**src/rtl/bba_pkg.sv**
```systemverilog
// Package for the block bitmap allocator.
// Holds the opcode codes, fixed field widths and the word unit control struct.
// Depends on nothing; every other file of the block uses it.
package bba_pkg;

  localparam int WORD_BITS    = 64;
  localparam int OFF_W        = 6;
  localparam int BLOCK_W      = 12;
  localparam int FIELD_BLOCKS = 4096;

  localparam logic [1:0] OP_MARK_USED = 2'd0;
  localparam logic [1:0] OP_MARK_FREE = 2'd1;
  localparam logic [1:0] OP_FIND      = 2'd2;

  localparam logic STATUS_OK      = 1'b0;
  localparam logic STATUS_NO_FREE = 1'b1;

  typedef struct packed {
    logic             set_bit;
    logic [OFF_W-1:0] bit_off;
    logic             last_word;
  } word_ctrl_t;

endpackage

```
**src/rtl/bba_in_if.sv**
```systemverilog
// Input channel of the block bitmap allocator: valid, ready and one request.
// Depends on bba_pkg for the field widths.
interface bba_in_if;
  logic                          valid;
  logic                          ready;
  logic [1:0]                    opcode;
  logic [bba_pkg::BLOCK_W-1:0]   block_number;

  modport source (output valid, output opcode, output block_number, input ready);
  modport sink (input valid, input opcode, input block_number, output ready);
endinterface

```
**src/rtl/bba_out_if.sv**
```systemverilog
// Result channel of the block bitmap allocator: valid, ready and one result.
// Depends on bba_pkg for the field widths.
interface bba_out_if;
  logic                          valid;
  logic                          ready;
  logic                          status;
  logic [bba_pkg::BLOCK_W-1:0]   free_block;

  modport source (output valid, output status, output free_block, input ready);
  modport sink (input valid, input status, input free_block, output ready);
endinterface

```
**src/rtl/bba_bitmap_ram.sv**
```systemverilog
// Bitmap word memory: one write port and one read port with registered data.
// Depends on bba_pkg for the word width.
module bba_bitmap_ram #(
  parameter int DEPTH = 64,
  parameter int AW    = 6
) (
  input  logic                          clk,
  input  logic                          wr_en,
  input  logic [AW-1:0]                 wr_addr,
  input  logic [bba_pkg::WORD_BITS-1:0] wr_data,
  input  logic                          rd_en,
  input  logic [AW-1:0]                 rd_addr,
  output logic [bba_pkg::WORD_BITS-1:0] rd_data
);

  logic [bba_pkg::WORD_BITS-1:0] mem [DEPTH];

  always_ff @(posedge clk) begin
    if (wr_en) begin
      mem[wr_addr] <= wr_data;
    end
    if (rd_en) begin
      rd_data <= mem[rd_addr];
    end
  end

endmodule

```
**src/rtl/bba_word_unit.sv**
```systemverilog
// Shared word unit: sets or clears one bit of a bitmap word and finds the
// lowest free block in it. Depends on bba_pkg for widths and word_ctrl_t.
module bba_word_unit #(
  parameter int LAST_BITS = 64
) (
  input  logic [bba_pkg::WORD_BITS-1:0] word_in,
  input  bba_pkg::word_ctrl_t           ctrl,
  output logic [bba_pkg::WORD_BITS-1:0] word_out,
  output logic                          hit,
  output logic [bba_pkg::OFF_W-1:0]     hit_off
);

  logic [bba_pkg::WORD_BITS-1:0] bit_mask;
  logic [bba_pkg::WORD_BITS-1:0] free_vec;

  assign bit_mask = bba_pkg::WORD_BITS'(1) << (6'd63 - ctrl.bit_off);
  assign word_out = ctrl.set_bit ? (word_in | bit_mask) : (word_in & ~bit_mask);

  always_comb begin
    hit     = 1'b0;
    hit_off = '0;
    for (int i = 0; i < bba_pkg::WORD_BITS; i++) begin
      free_vec[i] = ~word_in[bba_pkg::WORD_BITS-1-i] && (!ctrl.last_word || i < LAST_BITS);
    end
    for (int i = bba_pkg::WORD_BITS - 1; i >= 0; i--) begin
      if (free_vec[i]) begin
        hit     = 1'b1;
        hit_off = bba_pkg::OFF_W'(i);
      end
    end
  end

endmodule

```
**src/rtl/block_bitmap_allocator_top.sv**
```systemverilog
// Block bitmap allocator top level: sequencer, bitmap memory and word unit.
// Depends on bba_pkg, bba_in_if, bba_out_if, bba_bitmap_ram and bba_word_unit.
//
// Keeps one used/free bit per block, MSB-first in 64-bit words held in a
// single-port-read memory. After reset a clearing pass writes every word, one
// per cycle, during which no request is taken. Mark used and mark free read,
// modify and write back one word, then load the result; an unused opcode or a
// block outside the disk skips the memory and goes straight to the result. A
// find reads one word per cycle through the memory read port, over the first
// min(BLOCK_COUNT,4096) blocks, and encodes the first free bit. A result
// waits in an output register while the next request is taken.
module block_bitmap_allocator_top #(
  parameter int BLOCK_COUNT     = 4096,
  parameter int RESERVED_BLOCKS = 8
) (
  input logic      clk,
  input logic      rst_n,
  bba_in_if.sink   in_ch,
  bba_out_if.source out_ch
);

  localparam int WORD_COUNT = (BLOCK_COUNT + 63) / 64;
  localparam int WAW        = (WORD_COUNT > 1) ? $clog2(WORD_COUNT) : 1;
  localparam int LIMIT      = (BLOCK_COUNT < bba_pkg::FIELD_BLOCKS) ?
                              BLOCK_COUNT : bba_pkg::FIELD_BLOCKS;
  localparam int SCAN_WORDS = (LIMIT + 63) / 64;
  localparam int LAST_BITS  = LIMIT - (SCAN_WORDS - 1) * 64;
  localparam logic [WAW-1:0] LAST_WORD = WAW'(WORD_COUNT - 1);
  localparam logic [WAW-1:0] LAST_SCAN = WAW'(SCAN_WORDS - 1);
  localparam logic [bba_pkg::WORD_BITS-1:0] RESET_WORD0 =
    ~({bba_pkg::WORD_BITS{1'b1}} >> RESERVED_BLOCKS);

  typedef enum logic [2:0] {
    ST_CLEAR,
    ST_IDLE,
    ST_READ,
    ST_MODIFY,
    ST_SCAN,
    ST_RESP
  } state_t;

  state_t                      state_r, state_nxt;
  logic [1:0]                  op_r, op_nxt;
  logic [bba_pkg::BLOCK_W-1:0] blk_r, blk_nxt;
  logic [WAW-1:0]              clr_cnt_r, clr_cnt_nxt;
  logic [WAW-1:0]              issue_r, issue_nxt;
  logic [WAW-1:0]              chk_r, chk_nxt;
  logic                        pend_r, pend_nxt;
  logic                        res_status_r, res_status_nxt;
  logic [bba_pkg::BLOCK_W-1:0] res_block_r, res_block_nxt;
  logic                        out_valid_r, out_valid_nxt;
  logic                        out_status_r, out_status_nxt;
  logic [bba_pkg::BLOCK_W-1:0] out_block_r, out_block_nxt;

  logic                          wr_en;
  logic [WAW-1:0]                wr_addr;
  logic [bba_pkg::WORD_BITS-1:0] wr_data;
  logic                          rd_en;
  logic [WAW-1:0]                rd_addr;
  logic [bba_pkg::WORD_BITS-1:0] rd_data;
  bba_pkg::word_ctrl_t           wctrl;
  logic [bba_pkg::WORD_BITS-1:0] word_new;
  logic                          word_hit;
  logic [bba_pkg::OFF_W-1:0]     word_off;
  logic [WAW-1:0]                blk_word;
  logic                          in_xfer;
  logic                          in_range;

  bba_bitmap_ram #(
    .DEPTH(WORD_COUNT),
    .AW   (WAW)
  ) u_ram (
    .clk    (clk),
    .wr_en  (wr_en),
    .wr_addr(wr_addr),
    .wr_data(wr_data),
    .rd_en  (rd_en),
    .rd_addr(rd_addr),
    .rd_data(rd_data)
  );

  bba_word_unit #(
    .LAST_BITS(LAST_BITS)
  ) u_word (
    .word_in (rd_data),
    .ctrl    (wctrl),
    .word_out(word_new),
    .hit     (word_hit),
    .hit_off (word_off)
  );

  assign in_ch.ready       = (state_r == ST_IDLE);
  assign in_xfer           = in_ch.valid && in_ch.ready;
  assign in_range          = 32'(in_ch.block_number) < BLOCK_COUNT;
  assign blk_word          = WAW'(blk_r >> bba_pkg::OFF_W);
  assign out_ch.valid      = out_valid_r;
  assign out_ch.status     = out_status_r;
  assign out_ch.free_block = out_block_r;

  always_comb begin
    state_nxt      = state_r;
    op_nxt         = op_r;
    blk_nxt        = blk_r;
    clr_cnt_nxt    = clr_cnt_r;
    issue_nxt      = issue_r;
    chk_nxt        = chk_r;
    pend_nxt       = pend_r;
    res_status_nxt = res_status_r;
    res_block_nxt  = res_block_r;
    out_valid_nxt  = out_valid_r && !out_ch.ready;
    out_status_nxt = out_status_r;
    out_block_nxt  = out_block_r;
    wr_en          = 1'b0;
    wr_addr        = blk_word;
    wr_data        = word_new;
    rd_en          = 1'b0;
    rd_addr        = blk_word;
    wctrl.set_bit   = (op_r == bba_pkg::OP_MARK_USED);
    wctrl.bit_off   = blk_r[bba_pkg::OFF_W-1:0];
    wctrl.last_word = (chk_r == LAST_SCAN);

    unique case (state_r)
      ST_CLEAR: begin
        wr_en   = 1'b1;
        wr_addr = clr_cnt_r;
        wr_data = (clr_cnt_r == '0) ? RESET_WORD0 : '0;
        clr_cnt_nxt = clr_cnt_r + 1'b1;
        if (clr_cnt_r == LAST_WORD) begin
          state_nxt = ST_IDLE;
        end
      end
      ST_IDLE: begin
        if (in_xfer) begin
          op_nxt         = in_ch.opcode;
          blk_nxt        = in_ch.block_number;
          res_status_nxt = bba_pkg::STATUS_OK;
          res_block_nxt  = '0;
          issue_nxt      = '0;
          chk_nxt        = '0;
          pend_nxt       = 1'b0;
          if ((in_ch.opcode == bba_pkg::OP_MARK_USED ||
               in_ch.opcode == bba_pkg::OP_MARK_FREE) && in_range) begin
            state_nxt = ST_READ;
          end else if (in_ch.opcode == bba_pkg::OP_FIND) begin
            state_nxt = ST_SCAN;
          end else begin
            state_nxt = ST_RESP;
          end
        end
      end
      ST_READ: begin
        rd_en     = 1'b1;
        state_nxt = ST_MODIFY;
      end
      ST_MODIFY: begin
        wr_en     = 1'b1;
        state_nxt = ST_RESP;
      end
      ST_SCAN: begin
        rd_en     = 1'b1;
        rd_addr   = issue_r;
        issue_nxt = (issue_r == LAST_SCAN) ? issue_r : issue_r + 1'b1;
        pend_nxt  = 1'b1;
        if (pend_r) begin
          if (word_hit) begin
            res_status_nxt = bba_pkg::STATUS_OK;
            res_block_nxt  = bba_pkg::BLOCK_W'((32'(chk_r) << bba_pkg::OFF_W) | 32'(word_off));
            state_nxt      = ST_RESP;
          end else if (chk_r == LAST_SCAN) begin
            res_status_nxt = bba_pkg::STATUS_NO_FREE;
            res_block_nxt  = '0;
            state_nxt      = ST_RESP;
          end else begin
            chk_nxt = chk_r + 1'b1;
          end
        end
      end
      ST_RESP: begin
        if (!out_valid_r || out_ch.ready) begin
          out_valid_nxt  = 1'b1;
          out_status_nxt = res_status_r;
          out_block_nxt  = res_block_r;
          state_nxt      = ST_IDLE;
        end
      end
      default: begin
        state_nxt = ST_CLEAR;
      end
    endcase
  end

  always_ff @(posedge clk) begin
    if (!rst_n) begin
      state_r     <= ST_CLEAR;
      clr_cnt_r   <= '0;
      pend_r      <= 1'b0;
      out_valid_r <= 1'b0;
    end else begin
      state_r     <= state_nxt;
      clr_cnt_r   <= clr_cnt_nxt;
      pend_r      <= pend_nxt;
      out_valid_r <= out_valid_nxt;
    end
    op_r         <= op_nxt;
    blk_r        <= blk_nxt;
    issue_r      <= issue_nxt;
    chk_r        <= chk_nxt;
    res_status_r <= res_status_nxt;
    res_block_r  <= res_block_nxt;
    out_status_r <= out_status_nxt;
    out_block_r  <= out_block_nxt;
  end

  a_no_write_in_scan: assert property (@(posedge clk) disable iff (!rst_n)
    (state_r == ST_SCAN) |-> !wr_en)
    else $error("bitmap written during a find scan");

  a_result_from_resp: assert property (@(posedge clk) disable iff (!rst_n)
    $rose(out_valid_r) |-> $past(state_r == ST_RESP))
    else $error("result raised outside the response state");

  a_no_free_zero: assert property (@(posedge clk) disable iff (!rst_n)
    (out_valid_r && out_status_r == bba_pkg::STATUS_NO_FREE) |-> (out_block_r == '0))
    else $error("no-free result carries a nonzero block number");

  a_scan_order: assert property (@(posedge clk) disable iff (!rst_n)
    (state_r == ST_SCAN && pend_r) |-> (chk_r <= issue_r))
    else $error("scan check index ran ahead of the read index");

endmodule
```
**src/flat_wrapper.sv**
```systemverilog
// flat-port wrapper written by rule: the top's interface ports become plain ports
module block_bitmap_allocator_top_flat 
#(
  parameter int BLOCK_COUNT     = 4096,
  parameter int RESERVED_BLOCKS = 8
)
  (clk, rst_n, in_ch_valid, in_ch_opcode, in_ch_block_number, in_ch_ready, out_ch_valid, out_ch_status, out_ch_free_block, out_ch_ready);
  bba_in_if in_ch_i ();
  bba_out_if out_ch_i ();
  input logic clk;
  input logic rst_n;
  input wire logic [$bits(in_ch_i.valid)-1:0] in_ch_valid;
  input wire logic [$bits(in_ch_i.opcode)-1:0] in_ch_opcode;
  input wire logic [$bits(in_ch_i.block_number)-1:0] in_ch_block_number;
  output wire logic [$bits(in_ch_i.ready)-1:0] in_ch_ready;
  output wire logic [$bits(out_ch_i.valid)-1:0] out_ch_valid;
  output wire logic [$bits(out_ch_i.status)-1:0] out_ch_status;
  output wire logic [$bits(out_ch_i.free_block)-1:0] out_ch_free_block;
  input wire logic [$bits(out_ch_i.ready)-1:0] out_ch_ready;
  assign in_ch_i.valid = in_ch_valid;
  assign in_ch_i.opcode = in_ch_opcode;
  assign in_ch_i.block_number = in_ch_block_number;
  assign in_ch_ready = in_ch_i.ready;
  assign out_ch_valid = out_ch_i.valid;
  assign out_ch_status = out_ch_i.status;
  assign out_ch_free_block = out_ch_i.free_block;
  assign out_ch_i.ready = out_ch_ready;
  block_bitmap_allocator_top #(.BLOCK_COUNT(BLOCK_COUNT), .RESERVED_BLOCKS(RESERVED_BLOCKS)) u_core (.clk(clk), .rst_n(rst_n), .in_ch(in_ch_i), .out_ch(out_ch_i));
endmodule
```
**config.mk**
```make
export PLATFORM = sky130hd
export DESIGN_NAME = block_bitmap_allocator_top_flat
export DESIGN_NICKNAME = d
export VERILOG_FILES = /design/src/rtl/bba_pkg.sv /design/src/rtl/bba_in_if.sv /design/src/rtl/bba_out_if.sv /design/src/rtl/bba_bitmap_ram.sv /design/src/rtl/bba_word_unit.sv /design/src/rtl/block_bitmap_allocator_top.sv /design/src/flat_wrapper.sv
export SDC_FILE = /design/constraint.sdc
export NUM_CORES = 2
export LEC_CHECK = 0
export BUFFER_PORTS_ARGS = -buffer_cell sky130_fd_sc_hd__buf_2
export CAP_MARGIN = 15
export CELL_PAD_IN_SITES_DETAIL_PLACEMENT = 0
export CELL_PAD_IN_SITES_GLOBAL_PLACEMENT = 1
export CORE_ASPECT_RATIO = 0.5
export CORE_MARGIN = 4
export CORE_UTILIZATION = 30
export CTS_CLUSTER_SIZE = 20
export DETAILED_ROUTE_END_ITERATION = 12
export GPL_TIMING_DRIVEN = 0
export PLACE_DENSITY_LB_ADDON = 0.05
export SLEW_MARGIN = 20
export SYNTH_ARGS = -nofsm -noshare
export SYNTH_HDL_FRONTEND = slang
export SYNTH_SLANG_ARGS = --single-unit
```
**constraint.sdc**
```tcl
create_clock -name clk -period 15.3 [get_ports clk]
set_clock_uncertainty 0.05 [all_clocks]
set_input_delay 0 -clock clk [delete_from_list [all_inputs] [get_ports clk]]
set_output_delay 0 -clock clk [all_outputs]
set_load 0.02 [all_outputs]
```
# Yosys cells after proc, flatten, opt, wreduce, memory -nomap -nowiden
# Memories as Yosys holds them, arrays and structs flattened. A register that Yosys moved wholly into a read port is not among the register bits.
# Index checks and enable logic that the tools add are counted.
word_totals:
  inputBits: 18
  n_memories: 1
  regBits: 63
  output_inout_bits: 15
  mem_bits_rw: 4096
  wordCells: 226
memory_table:
  columns: ["memory", "words", "word_bits", "read_ports", "rd_clocked_by_memory_dff", "wr", "line_no", "source"]
  rows:
  - ["u_core.u_ram.mem", 64, 64, 1, 1, 1, "bba_bitmap_ram.sv:16", "logic [bba_pkg::WORD_BITS-1:0] mem [DEPTH];"]
classes:
  shift: 1
  n_reduce_logical: 20
  bitwise: 4
  eq_ne: 18
  addsub: 4
  n_mux: 166
ops:
  columns: ["op", "count"]
  rows:
  - ["2-to-1 mux 6 bit", 71]
  - ["2-to-1 mux 64 bit", 3]
  - ["2-to-1 mux 1 bit", 75]
  - ["AND 64 bit", 1]
  - ["inverter 64 bit", 1]
  - ["OR 64 bit", 1]
  - ["<< shifter 1 x 6 -> 64 bit, first input constant", 1]
  - ["2-to-1 mux 12 bit", 4]
  - ["one-hot mux 12 bit (2 select lines)", 1]
  - ["one-hot mux 6 bit (2 select lines)", 2]
  - ["2-to-1 mux 3 bit", 7]
  - ["adder 6 x 1 -> 6 bit, second input constant", 3]
  - ["equality test 6 bit, second input constant", 3]
  - ["one-hot mux 3 bit (6 select lines)", 1]
  - ["OR 12 x 6 -> 12 bit", 1]
  - ["AND reduction 5 bit", 2]
  - ["!= test 2 bit, second input constant", 4]
  - ["equality test 3 x 2 -> 1 bit, second input constant", 2]
  - ["equality test 3 bit, second input constant", 2]
  - ["logical NOT 6 bit", 1]
  - ["!= test 2 x 1 -> 1 bit, second input constant", 3]
  - ["AND reduction 2 bit", 3]
  - ["subtractor 6 bit, first input constant", 1]
  - ["logical NOT 2 bit", 2]
  - ["other kinds (13)", 18]

# Longest topological paths before layout
logic_depth:
  word_depth: 68
  depth_mapped: 10
  ltp_nobuf: 7

# Cells and area by module
# From an unflattened synthesis, not the netlist that was laid out.
hier_totals:
  hier_cells: 7212
  area_unflattened_um2: 162126.7
by_module_without_submodules:
  columns: ["module", "cells_per_inst", "n_inst", "area_per_inst_um2", "seq_area_each_um2"]
  rows:
  - ["bba_bitmap_ram", 6598, 1, 156989.3, 124919.8]
  - ["block_bitmap_allocator_top", 295, 1, 3145.5, 1781.7]
  - ["bba_word_unit", 319, 1, 1991.9, 0.0]

# Least setup slack after synthesis
# No wires, ideal clock.
synth_timing:
  path_kind: "register -> register"
  from: "register u_core.state_r[0]"
  to: "memory u_core.u_ram.mem[15][0] in the netlist's numbering (enable)"
  stages_incl_launch_ff: 8
  path_buffers: 2
  required_ps: 14763
  arrival_time_ps: 4307
  slack_ps: 10456
  setup_time_ps: 487
  period_less_slack_ps: 4844
  cell_sequence: "dfxtp_1 clkbuf_1 nor3_1 clkbuf_1 nand3_1 nand2_1 nand2_1 nor2_1"
synth_via:
  elab_chain_len: 5
  word_cells_on_any_way: 7
  cone_classes: "1 x eq/ne; 4 x mux; 2 x reduce/logical"
synth_rtl:
  columns: ["element", "line_no", "source"]
  rows:
  - ["start: declaration", "block_bitmap_allocator_top.sv:42", "state_t state_r, state_nxt;"]
  - ["start signal: assignment", "block_bitmap_allocator_top.sv:199", "state_r <= state_nxt;"]
  - ["equality test 3 x 2 -> 1 bit or logical NOT 3 bit (tied branches)", "block_bitmap_allocator_top.sv:122", "unique case (state_r)"]
  - ["OR reduction 2 bit (no source line)", null, null]
  - ["2-to-1 mux 1 bit", "block_bitmap_allocator_top.sv:122", null]
  - ["2-to-1 mux 1 bit", "bba_bitmap_ram.sv:19", "if (wr_en) begin"]
  - ["2-to-1 mux 1 bit (implied by the code)", "bba_bitmap_ram.sv:20", "mem[wr_addr] <= wr_data;"]
  - ["end: declaration", "bba_bitmap_ram.sv:16", null]
# Parallel ways exist; a longest one is shown, timed or not.

# Final worst setup path
layout_timing:
  from: "register u_core.state_r[2]"
  to: "register u_core.u_ram.rd_data[22] in the netlist's numbering (read register of u_core.u_ram.mem), data pin"
layout_via:
  elab_chain_len: 3
  word_cells_on_any_way: 5
  cone_classes: "2 x eq/ne; 2 x mux; 1 x reduce/logical"
layout_rtl:
  columns: ["element", "line_no", "source"]
  rows:
  - ["equality test 3 x 2 -> 1 bit or equality test 3 bit (tied branches)", "block_bitmap_allocator_top.sv:122", null]
  - ["OR reduction 2 bit (no source line)", null, null]
  - ["2-to-1 mux 1 bit", "block_bitmap_allocator_top.sv:122", null]
  - ["end: declaration", "bba_bitmap_ram.sv:13", "output logic [bba_pkg::WORD_BITS-1:0] rd_data"]
# Parallel ways exist; a longest one is shown, timed or not.
# A chain may end at the register's enable or synchronous reset.

==> flow_metrics.py <==
metrics = {
    "cells_and_area": {
        "fill_cells": 49800,
        "drive_gt1_share_pct": 15.5,
        "areaGrowthSynthToFinish_pct": 21.8,
        "fin_nets": 9804,
    },
    "sta": {
        "setup_viol": 0,
        "tns_ps": 0,
        "finalHoldViolCount": 0,
        "worst_slew_margin_rel_pct": 9.37,
        "fin_hold_ws_ps": 63.0,
        "post-route-period-util_pct": 44.9,
        "period_minus_slack_ps": 6870,
        "fmax_mhz": 146,
        "worstMarginPinSlew_ps": 1340,
        "final_max_slew_viol_count": 0,
        "grt_setup_unrepaired": "no",
    },
    "floorplanning": {
        "dieArea_um2": 552000,
        "num_rows": 190,
        "initial_utilization_pct": 30.2,
        "ios": 33,
        "core_um2": 537000,
        "fp.dieW_mm": 1.05,
        "die-height_um": 527,
    },
    "worst_hold_path": {
        "hp-start": "in_ch_valid",
        "hold_class": "in2reg",
        "min_to": "u_core.state_r[0]$_SDFFE_PN0P_",
        "worstHoldPathCells": 5,
    },
    "global_route": {
        "grt_pass1_vias": 86500,
        "grt_max_degree": 37,
        "grt_pass1_wl_mm": 823,
        "grt_antenna_before_repair": 59,
        "grt.total_usage_pct": 22.0,
        "overflow": 0,
    },
    "clock_network": {
        "cts-root-buf": "clkbuf_16",
        "post_cts.repair.setup_buffers": 0,
        "cts_tree": "yes",
        "cts_buffers": 416,
        "hold_buffers": 33,
        "clk_latency_ps": 950,
        "htreeDepth": 5,
        "ctsResizeCount": 0,
        "clock_sink_count": 4223,
        "clkTransAtPathRegs_ps": 70,
        "clock_path_buffers": 4,
    },
    "worst_setup_path": {
        "ff2ff_path_depth": 10,
        "path_class": "reg2reg",
        "end_kind": "flop",
        "rr_endpoint": "u_core.u_ram.rd_data[22]$_DFFE_PP_",
        "critical_path.max_fanout": 11,
        "crit_required_ps": 15680,
        "reg2reg_from": "u_core.state_r[2]$_SDFFE_PN0P_",
        "reg2reg_slack_ps": 8430,
        "cp-start-kind": "flop",
        "cp.arrival_ps": 7250,
    },
    "synthesis": {
        "syn_nets": 8829,
        "yosysUniqueCellTypes": 47,
        "yosysSeqAreaShare_pct": 78.3,
        "ys_warn_count": 0,
        "syn_area_um2": 162000,
        "postSynthCellCount": 8807,
        "synth.avg_cell_area_um2": 18.4,
        "ys_ff_latch": 4223,
    },
    "detailed_routing": {
        "remaining_drc_errors": 0,
        "drt-initial-drc-count": 9872,
        "antenna_left": 0,
        "routed_wl_mm": 626,
        "viasPerCell": 5.18,
        "wl_per_cell_um": 36.0,
        "firstDrtPassIters": 6,
        "num_vias": 90000,
    },
    "power": {
        "p_leak_nw": 64.5,
        "irDropWorstVdd_mv": 0.102,
        "powerDensity_nw_per_um2": 118,
    },
    "run_status": {
        "outcome": "complete, no violations",
    },
    "place": {
        "dpl.hpwl_mm": 470,
        "gp_congestion": 0.776,
        "port_buffers": 32,
    },
    "run": {
        "drv_cap": 0,
    },
}
through the flow:
step                power, W  cells  utilization, %  setup slack [ps]  cell area, µm²
global route          0.0239  17300            36.7              8450          197000
finish                0.0232  17400            36.7              8430          197000
detailed placement    0.0132  16500            34.2              8640          184000
floorplan             0.0130   8807               -             10460          162000
CTS                   0.0234  17300            36.7              8630          197000
global placement      0.0132  16000            31.9              3510          171000
worst max-delay path by stage:
stage	from	end
6_report	u_core.state_r[2]$_SDFFE_PN0P_	u_core.u_ram.rd_data[22]$_DFFE_PP_
5_1_grt	u_core.state_r[2]$_SDFFE_PN0P_	u_core.u_ram.rd_data[56]$_DFFE_PP_
4_1_cts	u_core.state_r[2]$_SDFFE_PN0P_	u_core.u_ram.rd_data[56]$_DFFE_PP_
3_5_place_dp	u_core.state_r[2]$_SDFFE_PN0P_	u_core.u_ram.rd_data[56]$_DFFE_PP_
3_3_place_gp	u_core.state_r[0]$_SDFFE_PN0P_	u_core.u_ram.mem[8][34]$_DFFE_PP_
2_1_floorplan	u_core.state_r[0]$_SDFFE_PN0P_	u_core.u_ram.mem[15][0]$_DFFE_PP_
worst max-delay path, cell delays in order, from the launching register on:
cell and delay, ps:
dfxtp_1 440, nor3b_4 500, mux2i_1 290, clkbuf_1 880, buf_2 360, buf_2 870, buf_2 500, mux2i_1 240
o22ai_1 110, o41ai_1 1190, nand4_1 890
layout by cell type (no fill, tap or decap), types with 53 or more instances in the layout:
cell	n
clkbuf_1	318
clkinv_2	102
clkinv_1	100
buf_12	299
buf_2	218
buf_16	162
edfxtp_1	4212
nand4_1	89
diode_2	53
nor2_4	67
o41ai_2	56
mux2i_1	2059
o41ai_1	198
nand3_1	60
a21oi_4	56
o22ai_1	1020
nand2_1	163
clkbuf_16	424
report_power, final:
part           total [W]  switching, W  internal, W
registers         0.0127     0.0000139       0.0127
clock network     0.0102       0.00460      0.00559
logic           0.000283      0.000193    0.0000899
synth_stat cells (all sizes together):
cell / number / area (µm²)
a2111oi: 1 / 8.76
a211oi: 3 / 22.5
a21boi: 5 / 37.5
a21o: 3 / 22.5
a21oi: 75 / 375
a311oi: 1 / 8.76
a31o: 1 / 8.76
a31oi: 7 / 43.8
a41oi: 3 / 26.3
and2: 15 / 93.8
and3: 1 / 6.26
and4: 1 / 8.76
buf: 215 / 1070
clkbuf: 302 / 1130
dfxtp: 11 / 220
edfxtp: 4212 / 126000
ha: 4 / 50.1
inv: 16 / 60.1
mux2: 1 / 11.3
mux2i: 2059 / 20600
nand2: 163 / 612
nand2b: 15 / 93.8
nand3: 61 / 305
nand3b: 11 / 82.6
nand4: 89 / 557
nor2: 118 / 443
nor2b: 9 / 56.3
nor3: 15 / 75.1
nor3b: 2 / 26.3
nor4: 10 / 62.6
o211ai: 3 / 22.5
o21ai: 59 / 295
o21bai: 4 / 30.0
o221ai: 3 / 26.3
o22a: 2 / 17.5
o22ai: 1020 / 6380
o31ai: 8 / 60.1
o41ai: 254 / 2220
or2: 6 / 37.5
or3: 7 / 43.8
or4: 1 / 7.51
xnor2: 7 / 61.3
xor2: 4 / 35.0
kinds of logic (layout without fill, tap and decap cells):
kind of cell | Yosys count | in the layout | synth area share [%]
AO/OA/AOI/OAI | 1452 | 1452 | 5.94
XOR/XNOR | 11 | 11 | 0.0595
adder cells (fa/ha/maj) | 4 | 4 | 0.0309
buffers and inverters | 533 | 1852 | 1.40
flip-flops | 4223 | 4223 | 78.3
multiplexers | 2060 | 2060 | 12.7
other | 0 | 53 | 0
AND/OR/NAND/NOR | 524 | 524 | 1.55
routing by layer:
metal  up-vias  share of wire [%]  GRT usage [%]  wire, µm
li1      38300                  -              -         -
met1     48300                 50           35.2    315000
met2      2889                 41           30.9    255000
met3       540                7.1           4.51     44100
met4         0                1.9           3.70     11600
met5         -                  0              0         0
cell type report:
type	instances	area, µm²	share of cell area (%)
diodes	53	133	0.0673
plain buffers	517	2370	1.20
clock buffers	507	10900	5.54
clock inverters	255	2090	1.06
inverters	16	60.1	0.0305
multi-input cells	4051	34600	17.6
flip-flops and latches	4223	127000	64.3
well taps	7200	9010	4.57
repair buffers	557	11200	5.67
sequential cells by signal, summed over array words and instances (netlist names):
signal                    count
u_core.chk_r                  6
u_core.op_r                   2
u_core.state_r                3
u_core.blk_r                 12
u_core.clr_cnt_r              6
u_core.res_block_r           12
u_core.out_ch.free_block     12
u_core.issue_r                6
u_core.out_ch.valid           1
u_core.res_status_r           1
u_core.u_ram.mem           4096
u_core.pend_r                 1
u_core.out_ch.status          1
u_core.u_ram.rd_data         64
(Power assumes the default switching activity.)
